===== config.mk =====
export PLATFORM = sky130hd
export DESIGN_NAME = dns_response_a_record_parser_top
export DESIGN_NICKNAME = d
export VERILOG_FILES = /design/src/hdl/dnsp_pkg.sv /design/src/hdl/dnsp_in_reg.sv /design/src/hdl/dnsp_parser.sv /design/src/hdl/dnsp_out_reg.sv /design/src/hdl/dns_response_a_record_parser_top.sv
export SDC_FILE = /design/constraint.sdc
export NUM_CORES = 1
export LEC_CHECK = 0
export BUFFER_PORTS_ARGS = -buffer_cell sky130_fd_sc_hd__buf_2
export CAP_MARGIN = 0
export CORE_ASPECT_RATIO = 1.75
export CORE_UTILIZATION = 55
export DETAILED_ROUTE_END_ITERATION = 10
export PLACE_DENSITY = 0.85
export SYNTH_ARGS = -nofsm -noshare
export SYNTH_HDL_FRONTEND = slang
export SYNTH_HIERARCHICAL = 1
export SYNTH_SLANG_ARGS = --single-unit

===== constraint.sdc =====
create_clock -name i_clk -period 3.6 [get_ports i_clk]
set_clock_uncertainty 0.2 [all_clocks]
set_input_delay 0.54 -clock i_clk [delete_from_list [all_inputs] [get_ports i_clk]]
set_output_delay 0.54 -clock i_clk [all_outputs]
set_load 0.02 [all_outputs]

===== src/hdl/dnsp_pkg.sv =====
package dnsp_pkg;

    localparam int MAX_PACKET_BYTES = 2048;
    localparam int POS_W            = $clog2(MAX_PACKET_BYTES + 1);

    localparam logic [7:0]  PTR_MASK        = 8'hC0;
    localparam logic [7:0]  RESP_BIT_MASK   = 8'h80;
    localparam logic [7:0]  RCODE_MASK      = 8'h0F;
    localparam logic [3:0]  FIXED_LAST_IDX  = 4'd9;
    localparam logic [3:0]  RDLEN_HI_IDX    = 4'd8;
    localparam logic [3:0]  ADDR_BYTES      = 4'd4;
    localparam logic [15:0] A_RDLEN         = 16'd4;
    localparam logic [7:0]  A_TYPE_LO       = 8'd1;
    localparam logic [15:0] QSKIP_AFTER_END = 16'd4;
    localparam logic [15:0] QSKIP_AFTER_PTR = 16'd5;

    typedef enum logic [3:0] {
        PH_HEADER = 4'd0,
        PH_QNAME  = 4'd1,
        PH_QSKIP  = 4'd2,
        PH_RNAME  = 4'd3,
        PH_RPTR   = 4'd4,
        PH_RFIXED = 4'd5,
        PH_ADDR   = 4'd6,
        PH_RDATA  = 4'd7,
        PH_DONE   = 4'd8
    } t_phase;

    localparam logic [1:0] OUTCOME_NOT_OURS  = 2'd0;
    localparam logic [1:0] OUTCOME_FOUND     = 2'd1;
    localparam logic [1:0] OUTCOME_NO_ANSWER = 2'd2;

    typedef struct packed {
        logic [1:0]  outcome;
        logic [31:0] address;
    } t_result;

endpackage


===== src/hdl/dnsp_in_reg.sv =====
module dnsp_in_reg (
    input  logic       i_clk,
    input  logic       i_rst_n,
    input  logic       i_valid,
    output logic       o_stall,
    input  logic [7:0] i_data_byte,
    input  logic       i_last,
    input  logic       i_advance,
    output logic       o_valid,
    output logic [7:0] o_data_byte,
    output logic       o_last
);
    logic       r_valid;
    logic [7:0] r_data_byte;
    logic       r_last;
    logic       load;

    assign o_stall = r_valid && !i_advance;
    assign load    = i_valid && !o_stall;

    always_ff @(posedge i_clk) begin
        if (!i_rst_n) begin
            r_valid <= 1'b0;
        end else if (load) begin
            r_valid <= 1'b1;
        end else if (i_advance) begin
            r_valid <= 1'b0;
        end
    end

    always_ff @(posedge i_clk) begin
        if (load) begin
            r_data_byte <= i_data_byte;
            r_last      <= i_last;
        end
    end

    assign o_valid     = r_valid;
    assign o_data_byte = r_data_byte;
    assign o_last      = r_last;
endmodule


===== src/hdl/dnsp_parser.sv =====
module dnsp_parser (
    input  logic            i_clk,
    input  logic            i_rst_n,
    input  logic            i_en,
    input  logic [7:0]      i_data_byte,
    input  logic            i_last,
    input  logic [15:0]     i_expected_id,
    output dnsp_pkg::t_result o_result
);
    import dnsp_pkg::*;

    logic [POS_W-1:0] r_pos,        n_pos;
    t_phase           r_phase,      n_phase;
    logic             r_header_ok,  n_header_ok;
    logic             r_rcode_zero, n_rcode_zero;
    logic [15:0]      r_answers,    n_answers;
    logic [15:0]      r_skip,       n_skip;
    logic [3:0]       r_idx,        n_idx;
    logic             r_type_ok,    n_type_ok;
    logic [15:0]      r_rdlen,      n_rdlen;
    logic [31:0]      r_addr,       n_addr;
    logic             r_found,      n_found;

    always_comb begin
        logic [7:0]  b;
        logic        name_end;
        logic        name_ptr;
        logic [15:0] dec_skip;
        logic        do_begin;

        b        = i_data_byte;
        name_end = 1'b0;
        name_ptr = 1'b0;
        dec_skip = (r_skip != 16'd0) ? r_skip - 16'd1 : 16'd0;
        do_begin = 1'b0;

        n_pos        = r_pos;
        n_phase      = r_phase;
        n_header_ok  = r_header_ok;
        n_rcode_zero = r_rcode_zero;
        n_answers    = r_answers;
        n_skip       = r_skip;
        n_idx        = r_idx;
        n_type_ok    = r_type_ok;
        n_rdlen      = r_rdlen;
        n_addr       = r_addr;
        n_found      = r_found;

        // shared name byte handling for question and record names
        if (r_skip != 16'd0) begin
            n_skip = dec_skip;
        end else if (b == 8'd0) begin
            name_end = 1'b1;
        end else if ((b & PTR_MASK) == PTR_MASK) begin
            name_ptr = 1'b1;
        end else begin
            n_skip = {8'd0, b};
        end

        if (r_pos < POS_W'(MAX_PACKET_BYTES)) begin
            n_pos = r_pos + POS_W'(1);
            unique case (r_phase)
                PH_HEADER: begin
                    n_skip = r_skip;
                    if (r_pos == POS_W'(0)) begin
                        n_header_ok = (b == i_expected_id[15:8]);
                    end else if (r_pos == POS_W'(1)) begin
                        n_header_ok = r_header_ok && (b == i_expected_id[7:0]);
                    end else if (r_pos == POS_W'(2)) begin
                        n_header_ok = r_header_ok && ((b & RESP_BIT_MASK) != 8'd0);
                    end else if (r_pos == POS_W'(3)) begin
                        n_rcode_zero = ((b & RCODE_MASK) == 8'd0);
                    end else if (r_pos == POS_W'(6)) begin
                        n_answers = {b, 8'd0};
                    end else if (r_pos == POS_W'(7)) begin
                        n_answers = r_answers | {8'd0, b};
                    end else if (r_pos == POS_W'(11)) begin
                        n_skip  = 16'd0;
                        n_phase = r_header_ok ? PH_QNAME : PH_DONE;
                    end
                end
                PH_QNAME: begin
                    if (name_end) begin
                        n_skip  = QSKIP_AFTER_END;
                        n_phase = PH_QSKIP;
                    end else if (name_ptr) begin
                        n_skip  = QSKIP_AFTER_PTR;
                        n_phase = PH_QSKIP;
                    end
                end
                PH_QSKIP, PH_RDATA: begin
                    n_skip   = dec_skip;
                    do_begin = (dec_skip == 16'd0);
                end
                PH_RNAME: begin
                    if (name_end) begin
                        n_phase   = PH_RFIXED;
                        n_idx     = 4'd0;
                        n_type_ok = 1'b0;
                        n_rdlen   = 16'd0;
                    end else if (name_ptr) begin
                        n_phase = PH_RPTR;
                    end
                end
                PH_RPTR: begin
                    n_skip    = r_skip;
                    n_phase   = PH_RFIXED;
                    n_idx     = 4'd0;
                    n_type_ok = 1'b0;
                    n_rdlen   = 16'd0;
                end
                PH_RFIXED: begin
                    n_skip = r_skip;
                    if (r_idx == 4'd0) begin
                        n_type_ok = (b == 8'd0);
                    end else if (r_idx == 4'd1) begin
                        n_type_ok = r_type_ok && (b == A_TYPE_LO);
                    end else if (r_idx == RDLEN_HI_IDX) begin
                        n_rdlen = {b, 8'd0};
                    end else if (r_idx == FIXED_LAST_IDX) begin
                        n_rdlen = r_rdlen | {8'd0, b};
                    end
                    if (r_idx >= FIXED_LAST_IDX) begin
                        n_idx = 4'd0;
                        if (n_type_ok && n_rdlen == A_RDLEN) begin
                            n_addr  = 32'd0;
                            n_phase = PH_ADDR;
                        end else if (n_rdlen == 16'd0) begin
                            do_begin = 1'b1;
                        end else begin
                            n_skip  = n_rdlen;
                            n_phase = PH_RDATA;
                        end
                    end else begin
                        n_idx = r_idx + 4'd1;
                    end
                end
                PH_ADDR: begin
                    n_skip = r_skip;
                    n_addr = {r_addr[23:0], b};
                    n_idx  = r_idx + 4'd1;
                    if (n_idx >= ADDR_BYTES) begin
                        n_found = 1'b1;
                        n_phase = PH_DONE;
                    end
                end
                default: begin
                    n_skip = r_skip;
                end
            endcase

            if (do_begin) begin
                if (r_rcode_zero && r_answers != 16'd0) begin
                    n_answers = r_answers - 16'd1;
                    n_skip    = 16'd0;
                    n_phase   = PH_RNAME;
                end else begin
                    n_phase = PH_DONE;
                end
            end
        end else begin
            n_skip = r_skip;
        end
    end

    always_comb begin
        if (n_phase == PH_HEADER || !n_header_ok) begin
            o_result.outcome = OUTCOME_NOT_OURS;
            o_result.address = 32'd0;
        end else if (n_found) begin
            o_result.outcome = OUTCOME_FOUND;
            o_result.address = n_addr;
        end else begin
            o_result.outcome = OUTCOME_NO_ANSWER;
            o_result.address = 32'd0;
        end
    end

    always_ff @(posedge i_clk) begin
        if (!i_rst_n || (i_en && i_last)) begin
            r_pos        <= '0;
            r_phase      <= PH_HEADER;
            r_header_ok  <= 1'b0;
            r_rcode_zero <= 1'b0;
            r_answers    <= 16'd0;
            r_skip       <= 16'd0;
            r_idx        <= 4'd0;
            r_type_ok    <= 1'b0;
            r_rdlen      <= 16'd0;
            r_addr       <= 32'd0;
            r_found      <= 1'b0;
        end else if (i_en) begin
            r_pos        <= n_pos;
            r_phase      <= n_phase;
            r_header_ok  <= n_header_ok;
            r_rcode_zero <= n_rcode_zero;
            r_answers    <= n_answers;
            r_skip       <= n_skip;
            r_idx        <= n_idx;
            r_type_ok    <= n_type_ok;
            r_rdlen      <= n_rdlen;
            r_addr       <= n_addr;
            r_found      <= n_found;
        end
    end
endmodule


===== src/hdl/dnsp_out_reg.sv =====
module dnsp_out_reg (
    input  logic              i_clk,
    input  logic              i_rst_n,
    input  logic              i_load,
    input  dnsp_pkg::t_result i_result,
    output logic              o_free,
    output logic              o_valid,
    input  logic              i_stall,
    output dnsp_pkg::t_result o_result
);
    import dnsp_pkg::*;

    logic    r_valid;
    t_result r_result;

    assign o_free = !r_valid || !i_stall;

    always_ff @(posedge i_clk) begin
        if (!i_rst_n) begin
            r_valid <= 1'b0;
        end else if (i_load && o_free) begin
            r_valid <= 1'b1;
        end else if (!i_stall) begin
            r_valid <= 1'b0;
        end
    end

    always_ff @(posedge i_clk) begin
        if (i_load && o_free) begin
            r_result <= i_result;
        end
    end

    assign o_valid  = r_valid;
    assign o_result = r_result;
endmodule


===== src/hdl/dns_response_a_record_parser_top.sv =====
// a response transaction is loaded into the output register when its last byte leaves the input register
// throughput: one byte per cycle; a last byte waits only while the output register is held
// bytes pass an input register, one parse step, then the output register
// reset (i_rst_n low, synchronous) clears the parser, both registers and expected_id
// the parser returns to its reset state after every last byte; expected_id is kept
module dns_response_a_record_parser_top (
    input  logic        i_clk,
    input  logic        i_rst_n,
    input  logic        i_cfg_wr_en,
    input  logic [15:0] i_cfg_wr_data,
    input  logic        i_in_valid,
    output logic        o_in_stall,
    input  logic [7:0]  i_data_byte,
    input  logic        i_last,
    output logic        o_out_valid,
    input  logic        i_out_stall,
    output logic [1:0]  o_outcome,
    output logic [31:0] o_address
);
    import dnsp_pkg::*;

    logic [15:0] r_expected_id;
    logic        byte_valid;
    logic [7:0]  byte_data;
    logic        byte_last;
    logic        out_free;
    logic        advance;
    t_result     parse_result;
    t_result     out_result;

    always_ff @(posedge i_clk) begin
        if (!i_rst_n) begin
            r_expected_id <= 16'd0;
        end else if (i_cfg_wr_en) begin
            r_expected_id <= i_cfg_wr_data;
        end
    end

    assign advance = byte_valid && (!byte_last || out_free);

    dnsp_in_reg u_in_reg (
        .i_clk       (i_clk),
        .i_rst_n     (i_rst_n),
        .i_valid     (i_in_valid),
        .o_stall     (o_in_stall),
        .i_data_byte (i_data_byte),
        .i_last      (i_last),
        .i_advance   (advance),
        .o_valid     (byte_valid),
        .o_data_byte (byte_data),
        .o_last      (byte_last)
    );

    dnsp_parser u_parser (
        .i_clk         (i_clk),
        .i_rst_n       (i_rst_n),
        .i_en          (advance),
        .i_data_byte   (byte_data),
        .i_last        (byte_last),
        .i_expected_id (r_expected_id),
        .o_result      (parse_result)
    );

    dnsp_out_reg u_out_reg (
        .i_clk    (i_clk),
        .i_rst_n  (i_rst_n),
        .i_load   (advance && byte_last),
        .i_result (parse_result),
        .o_free   (out_free),
        .o_valid  (o_out_valid),
        .i_stall  (i_out_stall),
        .o_result (out_result)
    );

    assign o_outcome = out_result.outcome;
    assign o_address = out_result.address;
endmodule

# --- After elaboration in Yosys (flattened, before gate mapping) ---
# Index checks and enable logic that the tools add are counted.
totals:
  reg_bits: 165
classes:
  addsub: 4
  n_lt_le_gt_ge: 3
  n_eq_ne: 23
  mux: 92
  bitwise_logic: 6
  reduce_logical: 40
ops:
  columns: ["op", "count"]
  rows:
  - ["2-to-1 mux 16 bit", 34]
  - ["2-to-1 mux 32 bit", 3]
  - ["2-to-1 mux 4 bit", 21]
  - ["one-hot mux 16 bit (5 select lines)", 1]
  - ["one-hot mux 32 bit (2 select lines)", 1]
  - ["one-hot mux 16 bit (3 select lines)", 1]
  - ["2-to-1 mux 34 bit", 1]
  - ["logical NOT 16 bit", 2]
  - ["bitwise OR 16 x 8 -> 16 bit", 2]
  - ["nonzero test 16 bit", 2]
  - ["subtractor 16 x 1 -> 16 bit, second input constant", 2]
  - ["2-to-1 mux 1 bit", 26]
  - ["== test 12 x 2 -> 1 bit, second input constant", 2]
  - ["== test 12 x 3 -> 1 bit, second input constant", 2]
  - ["one-hot mux 4 bit (6 select lines)", 1]
  - ["== test 16 x 3 -> 1 bit, second input constant", 1]
  - ["== test 4 x 3 -> 1 bit, second input constant", 4]
  - ["== test 8 bit", 2]
  - ["logical NOT 8 bit", 2]
  - ["one-hot mux 4 bit (4 select lines)", 1]
  - ["adder 12 x 1 -> 12 bit, second input constant", 1]
  - ["== test 12 x 1 -> 1 bit, second input constant", 1]
  - ["== test 12 x 4 -> 1 bit, second input constant", 1]
  - ["logical NOT 12 bit", 1]
  - ["other kinds (24)", 53]

# --- Longest topological paths before layout ---
# Gate-level depths: netlist of run 1.
depth:
  depth_word: 18
  mapped_depth: 15
  mapped_depth_nobuf: 11

# --- By module ---
# Netlist of run 1, hierarchy kept.
by_module_without_submodules:
  columns: ["module", "instances", "cells_each", "area_per_inst_um2"]
  rows:
  - ["dnsp_parser", 1, 920, 7048.0]
  - ["dnsp_out_reg", 1, 39, 1062.3]
  - ["dns_response_a_record_parser_top", 1, 54, 633.1]
  - ["dnsp_in_reg", 1, 13, 317.8]

# --- Worst setup path before layout of run 1 ---
# No wires, ideal clock.
synth_path:
  path_type: "register to register"
  from: "register u_parser.r_idx[1]"
  to: "register u_out_reg.r_result (netlist bit u_out_reg/o_result[13]), data pin"
  setup_time_ps: 259
  arrival_time_ps: 3116
  path_slack_ps: 25
  stages_incl_launch_ff: 15
  n_path_buf: 3
  path_cell_list: "dfxtp_1 -> inv_1 -> ha_1 -> and3b_1 -> clkbuf_1 -> a21o_1 -> a221oi_1 -> nand3_1 -> a2111oi_2 -> a2111oi_4 -> nor4_1 -> or3_1 -> buf_6 -> buf_8 -> nor2_4"
synth_between:
  elab_chain_len: 18
synth_rtl:
  columns: ["item", "line", "source"]
  rows:
  - ["start: declaration", "dnsp_parser.sv:18", "logic [3:0] r_idx, n_idx;"]
  - ["start signal: assignment", "dnsp_parser.sv:199", "r_idx <= n_idx;"]
  - ["== test 4 bit", "dnsp_parser.sv:120", "end else if (r_idx == FIXED_LAST_IDX) begin"]
  - ["2-to-1 mux 16 bit", "dnsp_parser.sv:120", null]
  - ["2-to-1 mux 16 bit", "dnsp_parser.sv:118", "end else if (r_idx == RDLEN_HI_IDX) begin"]
  - ["2-to-1 mux 16 bit", "dnsp_parser.sv:116", "end else if (r_idx == 4'd1) begin"]
  - ["2-to-1 mux 16 bit", "dnsp_parser.sv:114", "if (r_idx == 4'd0) begin"]
  - ["2-to-1 mux 16 bit", "dnsp_parser.sv:62", "unique case (r_phase)"]
  - ["2-to-1 mux 16 bit", "dnsp_parser.sv:60", "if (r_pos < POS_W'(MAX_PACKET_BYTES)) begin"]
  - ["logical NOT 16 bit / == test 16 x 3 -> 1 bit (equally long branches)", "dnsp_parser.sv:128, dnsp_parser.sv:125", null]
  - ["[2 not listed]", null, null]
  - ["2-to-1 mux 1 bit", "dnsp_parser.sv:123", "if (r_idx >= FIXED_LAST_IDX) begin"]
  - ["one-hot mux 1 bit (2 select lines)", "dnsp_parser.sv:62", null]
  - ["2-to-1 mux 1 bit", "dnsp_parser.sv:60", null]
  - ["2-to-1 mux 4 bit", "dnsp_parser.sv:152", "if (do_begin) begin"]
  - ["2-to-1 mux 4 bit", "dnsp_parser.sv:60", null]
  - ["logical NOT 4 bit", "dnsp_parser.sv:167", "if (n_phase == PH_HEADER || !n_header_ok) begin"]
  - ["logical OR 1 bit", "dnsp_parser.sv:167", null]
  - ["OR reduction 2 bit (no source line)", null, null]
  - ["end signal: assignment", "dnsp_out_reg.sv:30", "r_result <= i_result;"]
  - ["end: declaration", "dnsp_out_reg.sv:14", "t_result r_result;"]
# Several ways; a longest one is shown, not always the timed one. The select of a mux whose other input is x is not followed.
# A chain may end at the register's enable or synchronous reset.

# --- Final worst setup path of run 1 ---
layout_path:
  from: "register u_parser.r_skip[4]"
  to: "register u_parser.r_skip[15]"
layout_between:
  elab_chain_len: 8
layout_rtl:
  columns: ["item", "line", "source"]
  rows:
  - ["start: declaration", "dnsp_parser.sv:17", "logic [15:0] r_skip, n_skip;"]
  - ["start signal: assignment", "dnsp_parser.sv:198", "r_skip <= n_skip;"]
  - ["subtractor 16 x 1 -> 16 bit / nonzero test 16 bit (equally long branches)", "dnsp_parser.sv:34, dnsp_parser.sv:50", null]
  - ["2-to-1 mux 16 bit", "dnsp_parser.sv:34", "dec_skip = (r_skip != 16'd0) ? r_skip - 16'd1 : 16'd0;"]
  - ["2-to-1 mux 16 bit", "dnsp_parser.sv:50", "if (r_skip != 16'd0) begin"]
  - ["2-to-1 mux 16 bit", "dnsp_parser.sv:86", "end else if (name_ptr) begin"]
  - ["2-to-1 mux 16 bit", "dnsp_parser.sv:83", "if (name_end) begin"]
  - ["one-hot mux 16 bit (5 select lines)", "dnsp_parser.sv:62", null]
  - ["2-to-1 mux 16 bit", "dnsp_parser.sv:153", "if (r_rcode_zero && r_answers != 16'd0) begin"]
  - ["2-to-1 mux 16 bit *", "dnsp_parser.sv:152", null]
# Mark *: on every way between the ends. The rest lies on a longest branch, timed or not. The select of a mux whose other input is x is not followed.

==> results.toml, run 1 <==
[place]
place_inst = 1295
gpl.final_weighted_congestion = 1.04
place.port_buffers = 65
postPlaceCellArea_mm2 = 0.00997
detailedPlacementHpwl_um = 20500

[synth]
ys_top_cells_by_area = "sky130_fd_sc_hd__dfxtp_1 27%, sky130_fd_sc_hd__edfxtp_1 14%, sky130_fd_sc_hd__nor2_1 6.2%"
synth_top_area_share = 0.270
ys.flop_type = "sky130_fd_sc_hd__dfxtp_1"
cell_variety_after_synth = 78
synth_simple_gate_area_share = 0.246
synth.net_count = 1067
top_cell_type_by_total_area_after_synthesis = "sky130_fd_sc_hd__dfxtp_1"
ys_seq_elements = 165
syn-instance-count = 1026
synth.yosys.warnings = 6
dominant_combinational_cell_family_by_area_after_synthesis = "simple AND/OR/NAND/NOR gates"
netlist_top_cells_count = "149 x sky130_fd_sc_hd__nor2_1, 122 x sky130_fd_sc_hd__dfxtp_1, 74 x sky130_fd_sc_hd__a22oi_1"
synth-compound-area-share = 0.214
yosysSeqAreaShare = 0.412
synth_enable_flop_cells = 43
synth-async-reset-ratio = 0
synthXorXnorAreaFrac = 0.0338
synthAdderAreaFrac = 0.0152
synth.area.mux_share = 0.0311
synth.cell_area_mm2 = 0.00906
synthesized_area_per_cell_um2 = 8.83
most_frequently_used_cell_type_in_the_post_synthesis_netlist = "sky130_fd_sc_hd__nor2_1"

[drt]
first_pass_iters = 5
detail_route.drc_violations = 0
wl_um = 28700
routedWlPerCell_um = 21.6
dr_total_vias = 8616
first_iter_violations = 658
detail-route-antenna-nets = 0
viasPerCell = 6.48

[clock_network]
clock_sinks = 165
tritoncts.num_buffers = 17
clock_latency_ns = 0.44
max-clock-path-buffers = 2
path_clk_slew_ns = 0.07
h_tree_levels = 4
clock_tree.root_cell = "sky130_fd_sc_hd__clkbuf_16"
tritoncts = "built"

[power]
totalPowerFinal_mw = 4.60
power_leakage_nw = 3.88
power.density_cell_area_mw_per_mm2 = 432
vdd_drop_max_uv = 380

[grt]
grt_first_pass_wirelength_um = 43900
via_count_of_the_first_global_routing_pass = 8509
globalRoute.totalOverflow = 0
largest_net_degree_at_the_start_of_global_routing = 75
initial_antenna_violation_count = 0
grtUsageTotal = 0.343

[layout]
insertedDiodeCount = 0
fillers = 1286
utilization = 0.665
sequential_cell_area_mm2 = 0.00373
final_design_area_no_fill_mm2 = 0.0107
flow.area_growth_from_synthesis_pct = 17.6
final-instance-count-excl-fill = 1330
drive_above_1_share = 0.222
final_nets = 1169
multi_input_comb_area_mm2 = 0.00499

[critical_path]
critical_path_arrival_ns = 3.68
critPathRequiredTime_ns = 3.78
critical_path.startpoint_type = "flip-flop"
crit_type = "flip-flop to flip-flop"
worstSetupEndpointType = "flip-flop"
critical_path_peak_fanout = 7

[timing]
hold_viol = 0
fmax_ghz = 0.286
maxSlewViolCount = 0
grt_setup_unrepaired = "no"
number_of_setup_violations_in_the_final_report = 0
worst_slew_pin_slew_ns = 0.971
final.period_utilization = 0.972
fin_crit_ns = 3.50
timing.max_slew.rel_slack = 0.348
hold_ws_ns = 0.0690

[run_status]
outcome = "complete, no violations"

[die]
dieWidth_um = 99.0
dieArea_mm2 = 0.0170
std_cell_rows = 61
start_util = 0.565
die_h_um = 172
floorplan.io_pins = 66
core_area_mm2 = 0.0160

[run]
maxCapViolations = 0

[min_path]
hold_class = "input port to flip-flop"
[metrics by stage]
step,setup slack [ns],setup TNS [ns]
floorplan,0.0251,0
finish,0.101,0
CTS,0.0191,0
global placement,0.00906,0
global route,0.00554,0
detailed placement,-0.104,-0.866
[area by class of cell]
| class | count | share of cell area |
|---|---|---|
| clock inverters | 14 | 0.0129 |
| multi-input cells | 767 | 0.468 |
| well taps | 189 | 0.0222 |
| clock buffers | 18 | 0.0403 |
| repair buffers | 155 | 0.0983 |
| inverters | 22 | 0.00775 |
| flip-flops and latches | 165 | 0.350 |
[repair_timing]
action                                  in CTS  in global routing
gates resized for setup                      4                 11
endpoints found under the setup margin      38                 48
pin swaps                                    0                  4
hold buffers                                 0                  0
buffers inserted                             0                  2
gates cloned                                 0                  1
[placed cells by master, fill, tap and decap left out, drive strengths merged, types with 20 or more instances in the layout]
cell type	n
nor2	178
buf	154
dfxtp	122
a22oi	74
nand2	66
a21oi	60
edfxtp	43
o21ai	42
inv	30
xor2	28
mux2i	27
nor2b	27
nor3	27
nand3	26
nor4	20
[routing by layer]
metal  vias up  part of all wire  track usage
li1       3956                 -            -
met1      4118              0.34        0.318
met2       398              0.52        0.624
met3       144             0.051       0.0666
met4         0             0.090        0.320
met5         -                 0            0
[cells by family (layout without fill, tap and decap cells)]
group	Yosys count	after routing
compound gates	279	279
xor+xnor	35	35
mux	28	28
buf+inv	94	209
flops	165	165
fa+ha+maj	11	11
simple gates	414	414
[report_power, final]
group | internal [mW] | switching, mW
Combinational | 0.342 | 0.502
Sequential | 1.95 | 0.0404
Clock | 0.918 | 0.844
[worst max-delay path: stages, from the launching register on]
cell and delay [ns]:
sky130_fd_sc_hd__dfxtp_1 0.40, sky130_fd_sc_hd__or4_4 0.54, sky130_fd_sc_hd__or4_4 0.45, sky130_fd_sc_hd__o21ai_2 0.17, sky130_fd_sc_hd__o2111ai_2 0.24, sky130_fd_sc_hd__nor2_2 0.24
sky130_fd_sc_hd__a2111oi_4 0.06, sky130_fd_sc_hd__buf_4 0.18, sky130_fd_sc_hd__o41a_1 0.50, sky130_fd_sc_hd__a21oi_4 0.28, sky130_fd_sc_hd__a22o_1 0.19
[flip-flops by register name (all words and copies together), names as in the netlist, 8 cells and up]
register              count
u_parser/r_answers       16
u_in_reg/o_data_byte      8
u_parser/r_skip          16
u_parser/r_rdlen         16
u_parser/r_pos           12
u_parser/r_addr          32
u_out_reg/o_result       34
r_expected_id            16
[path summary, 6_finish.rpt]
path	start	depth (start not counted)	slack, ns	endpoint
max	u_parser/r_skip[4]$_SDFFE_PP0P_	10	0.10	u_parser/r_skip[15]$_SDFFE_PP0P_
min	i_data_byte[0]	1	0.07	u_in_reg/o_data_byte[0]$_DFFE_PP_
max reg2reg	u_parser/r_skip[4]$_SDFFE_PP0P_	10	0.10	u_parser/r_skip[15]$_SDFFE_PP0P_
min reg2reg	u_parser/r_answers[3]$_SDFFE_PP0P_	2	0.28	u_parser/r_answers[3]$_SDFFE_PP0P_
Power figures use the tool's default switching activity.
==> run 2: changes to the inputs <==
--- a/config.mk
+++ b/config.mk
@@ -5,13 +5,14 @@
 export SDC_FILE = /design/constraint.sdc
 export NUM_CORES = 1
 export LEC_CHECK = 0
+export ABC_AREA = 1
 export BUFFER_PORTS_ARGS = -buffer_cell sky130_fd_sc_hd__buf_2
 export CAP_MARGIN = 0
 export CORE_ASPECT_RATIO = 1.75
+export CORE_MARGIN = 5
 export CORE_UTILIZATION = 55
 export DETAILED_ROUTE_END_ITERATION = 10
-export PLACE_DENSITY = 0.85
+export PLACE_DENSITY = 0.84
 export SYNTH_ARGS = -nofsm -noshare
 export SYNTH_HDL_FRONTEND = slang
-export SYNTH_HIERARCHICAL = 1
 export SYNTH_SLANG_ARGS = --single-unit
==> results.toml, run 2 <==
[run_status]
outcome = "complete, no violations"

[critical_path]
setup.worst_path.start = "u_parser.r_idx[0]$_SDFFE_PP0P_"
critical_path_arrival_ns = 3.37
reg2reg_to = "u_parser.r_answers[4]$_SDFFE_PP0P_"
reg2regPathDepth = 14
crit_type = "flip-flop to flip-flop"
critical_path_peak_fanout = 29
critPathRequiredTime_ns = 3.73
ff2ff_setup_slack_ns = 0.36
crit_path_end = "u_parser.r_answers[4]$_SDFFE_PP0P_"
timing.rr.start = "u_parser.r_idx[0]$_SDFFE_PP0P_"
worstSetupEndpointType = "flip-flop"
critical_path.startpoint_type = "flip-flop"

[synth]
ys_top_cells_by_area = "sky130_fd_sc_hd__dfxtp_1 23%, sky130_fd_sc_hd__nand2_1 15%, sky130_fd_sc_hd__edfxtp_1 12%"
synth.yosys.warnings = 0
synthesized_area_per_cell_um2 = 6.56
netlist_top_cells_count = "411 x sky130_fd_sc_hd__nand2_1, 192 x sky130_fd_sc_hd__inv_1, 161 x sky130_fd_sc_hd__nand3_1"
synth.net_count = 1654
synth.cell_area_mm2 = 0.0106
yosysSeqAreaShare = 0.353
syn-instance-count = 1613
most_frequently_used_cell_type_in_the_post_synthesis_netlist = "sky130_fd_sc_hd__nand2_1"
ys.flop_type = "sky130_fd_sc_hd__dfxtp_1"
synth_top_area_share = 0.231
synth-async-reset-ratio = 0
cell_variety_after_synth = 51
synth_enable_flop_cells = 43
top_cell_type_by_total_area_after_synthesis = "sky130_fd_sc_hd__dfxtp_1"
ys_seq_elements = 165

[clock_network]
cts-resized-gates = 0
max-clock-path-buffers = 2
tritoncts = "built"
path_clk_slew_ns = 0.07
clock_latency_ns = 0.44
number_of_buffers_inserted_for_hold_repair_after_clock_tree_synthesis = 0
clock_tree.root_cell = "sky130_fd_sc_hd__clkbuf_16"
number_of_buffers_added_for_setup_after_cts = 0
tritoncts.num_buffers = 17
h_tree_levels = 4
clock_sinks = 165

[die]
core_area_mm2 = 0.0190
std_cell_rows = 67
dieArea_mm2 = 0.0222
dieWidth_um = 115
floorplan.io_pins = 66
die_h_um = 194
start_util = 0.556

[timing]
fin_crit_ns = 3.24
fmax_ghz = 0.309
timing.max_slew.rel_slack = 0.237
fin_tns_setup_ns = 0
grt_setup_unrepaired = "no"
final.period_utilization = 0.900
maxSlewViolCount = 0
number_of_setup_violations_in_the_final_report = 0
hold_viol = 0
worst_slew_pin_slew_ns = 1.14

[drt]
wl_um = 33400
routedWlPerCell_um = 17.6
viasPerCell = 5.96
detail_route.drc_violations = 0
first_pass_iters = 6
dr_total_vias = 11300
first_iter_violations = 962
detail-route-antenna-nets = 0

[grt]
globalRoute.totalOverflow = 0
grtUsageTotal = 0.300
grt_first_pass_wirelength_um = 53800
via_count_of_the_first_global_routing_pass = 11000
largest_net_degree_at_the_start_of_global_routing = 57
initial_antenna_violation_count = 1

[power]
internal_power_mw = 3.28
sw_frac_of_total = 0.325
power_leakage_nw = 5.18
fraction_of_power_consumed_by_combinational_cells = 0.203
power_frac_seq = 0.419
clockPowerShare = 0.378
totalPowerFinal_mw = 4.85
total_switching_power_mw = 1.58
vdd_drop_max_uv = 376
power.density_cell_area_mw_per_mm2 = 415

[layout]
layout_common_cells = "410 x sky130_fd_sc_hd__nand2_1, 192 x sky130_fd_sc_hd__inv_1, 161 x sky130_fd_sc_hd__nand3_1"
insertedDiodeCount = 0
drive_above_1_share = 0.0982
max_ffs_per_register = 34
fillers = 1738
flow.area_growth_from_synthesis_pct = 10.4
final_nets = 1688
final_design_area_no_fill_mm2 = 0.0117
layout.cells.most_common = "sky130_fd_sc_hd__nand2_1"

[place]
gpl.final_weighted_congestion = 0.994
postPlaceCellArea_mm2 = 0.0111
place.port_buffers = 65
detailedPlacementHpwl_um = 23700

[run]
maxCapViolations = 0

[min_path]
hold_class = "input port to flip-flop"
run 2: cell types whose count changed in the layout (fill, tap and decap cells not counted), sizes merged, moves of 38 or more:
cell,change
nand2,+352
inv,+178
nand3,+139
a21oi,+93
a22oi,-74
buf,-58
nor2,-54
o21ai,+54
nand4,+38
run 2: area by class of cell:
class | instances | area [um2] | share of cell area
sequential | 165 | 3730 | 0.320
inverter | 204 | 768 | 0.0657
tap | 241 | 302 | 0.0258
timing repair buffer | 96 | 596 | 0.0510
multi-input combinational | 1163 | 5700 | 0.488
clock inverter | 11 | 104 | 0.00889
clock buffer | 21 | 483 | 0.0413
run 2: power by group through the flow:
stage                     registers [mW]  logic (mW)  clock network (mW)
after CTS                           2.03       0.965                1.85
after floorplan                     2.06       0.704                   0
final                               2.03       0.986                1.83
after global placement              2.07       0.940                   0
after global routing                2.04        1.10                1.92
after detailed placement            2.07       0.957                   0
run 2: worst min path at each step:
stage	startpoint	end	slack, ns	cells after the start
6_report	i_data_byte[1]	u_in_reg.o_data_byte[1]$_DFFE_PP_	0.07	1
5_1_grt	i_data_byte[0]	u_in_reg.o_data_byte[0]$_DFFE_PP_	0.07	1
4_1_cts	i_data_byte[2]	u_in_reg.o_data_byte[2]$_DFFE_PP_	0.07	1
3_5_place_dp	u_parser.r_found$_SDFFE_PP0P_	u_parser.r_found$_SDFFE_PP0P_	0.25	2
3_3_place_gp	u_parser.r_found$_SDFFE_PP0P_	u_parser.r_found$_SDFFE_PP0P_	0.24	2
2_1_floorplan	u_parser.r_found$_SDFFE_PP0P_	u_parser.r_found$_SDFFE_PP0P_	0.23	2
run 2: cells by family (layout without fill, tap and decap cells):
| kind of cell | after synthesis | after routing | share of synthesized area |
|---|---|---|---|
| AO/OA/AOI/OAI | 327 | 327 | 0.169 |
| XOR/XNOR | 30 | 30 | 0.0248 |
| adder cells (fa/ha/maj) | 11 | 11 | 0.0130 |
| buffers and inverters | 285 | 332 | 0.110 |
| flip-flops | 165 | 165 | 0.353 |
| AND/OR/NAND/NOR | 795 | 795 | 0.331 |
run 2: metrics by stage:
stage | std cells | util | setup WS [ns] | hold WS (ns)
after floorplan | 1613 | - | 1.05 | 0.230
after global placement | 1869 | 0.583 | 0.486 | 0.242
after detailed placement | 1869 | 0.583 | 0.421 | 0.254
after CTS | 1901 | 0.614 | 0.406 | 0.0654
after global routing | 1901 | 0.614 | 0.0599 | 0.0703
final | 1901 | 0.614 | 0.359 | 0.0734
run 2: worst max-delay path: stages (launching register included):
cell and delay (ns):
sky130_fd_sc_hd__dfxtp_1 0.34, sky130_fd_sc_hd__inv_1 0.12, sky130_fd_sc_hd__ha_1 0.20, sky130_fd_sc_hd__nand3_2 0.45, sky130_fd_sc_hd__nand2_1 0.39, sky130_fd_sc_hd__nand2_1 0.11
sky130_fd_sc_hd__nor2_1 0.21, sky130_fd_sc_hd__nand3_4 0.16, sky130_fd_sc_hd__nand3b_4 0.24, sky130_fd_sc_hd__nand2_8 0.20, sky130_fd_sc_hd__nand2_4 0.22, sky130_fd_sc_hd__nand2_1 0.12
sky130_fd_sc_hd__nand3_1 0.07, sky130_fd_sc_hd__nand2_1 0.08, sky130_fd_sc_hd__inv_1 0.04
run 2: routing by layer:
| metal | wire (um) | track usage | vias up |
|---|---|---|---|
| met5 | 0 | 0 | - |
| met4 | 2900 | 0.234 | 0 |
| met3 | 1900 | 0.0444 | 169 |
| met2 | 17000 | 0.525 | 509 |
| met1 | 11600 | 0.309 | 5207 |
| li1 | - | - | 5441 |
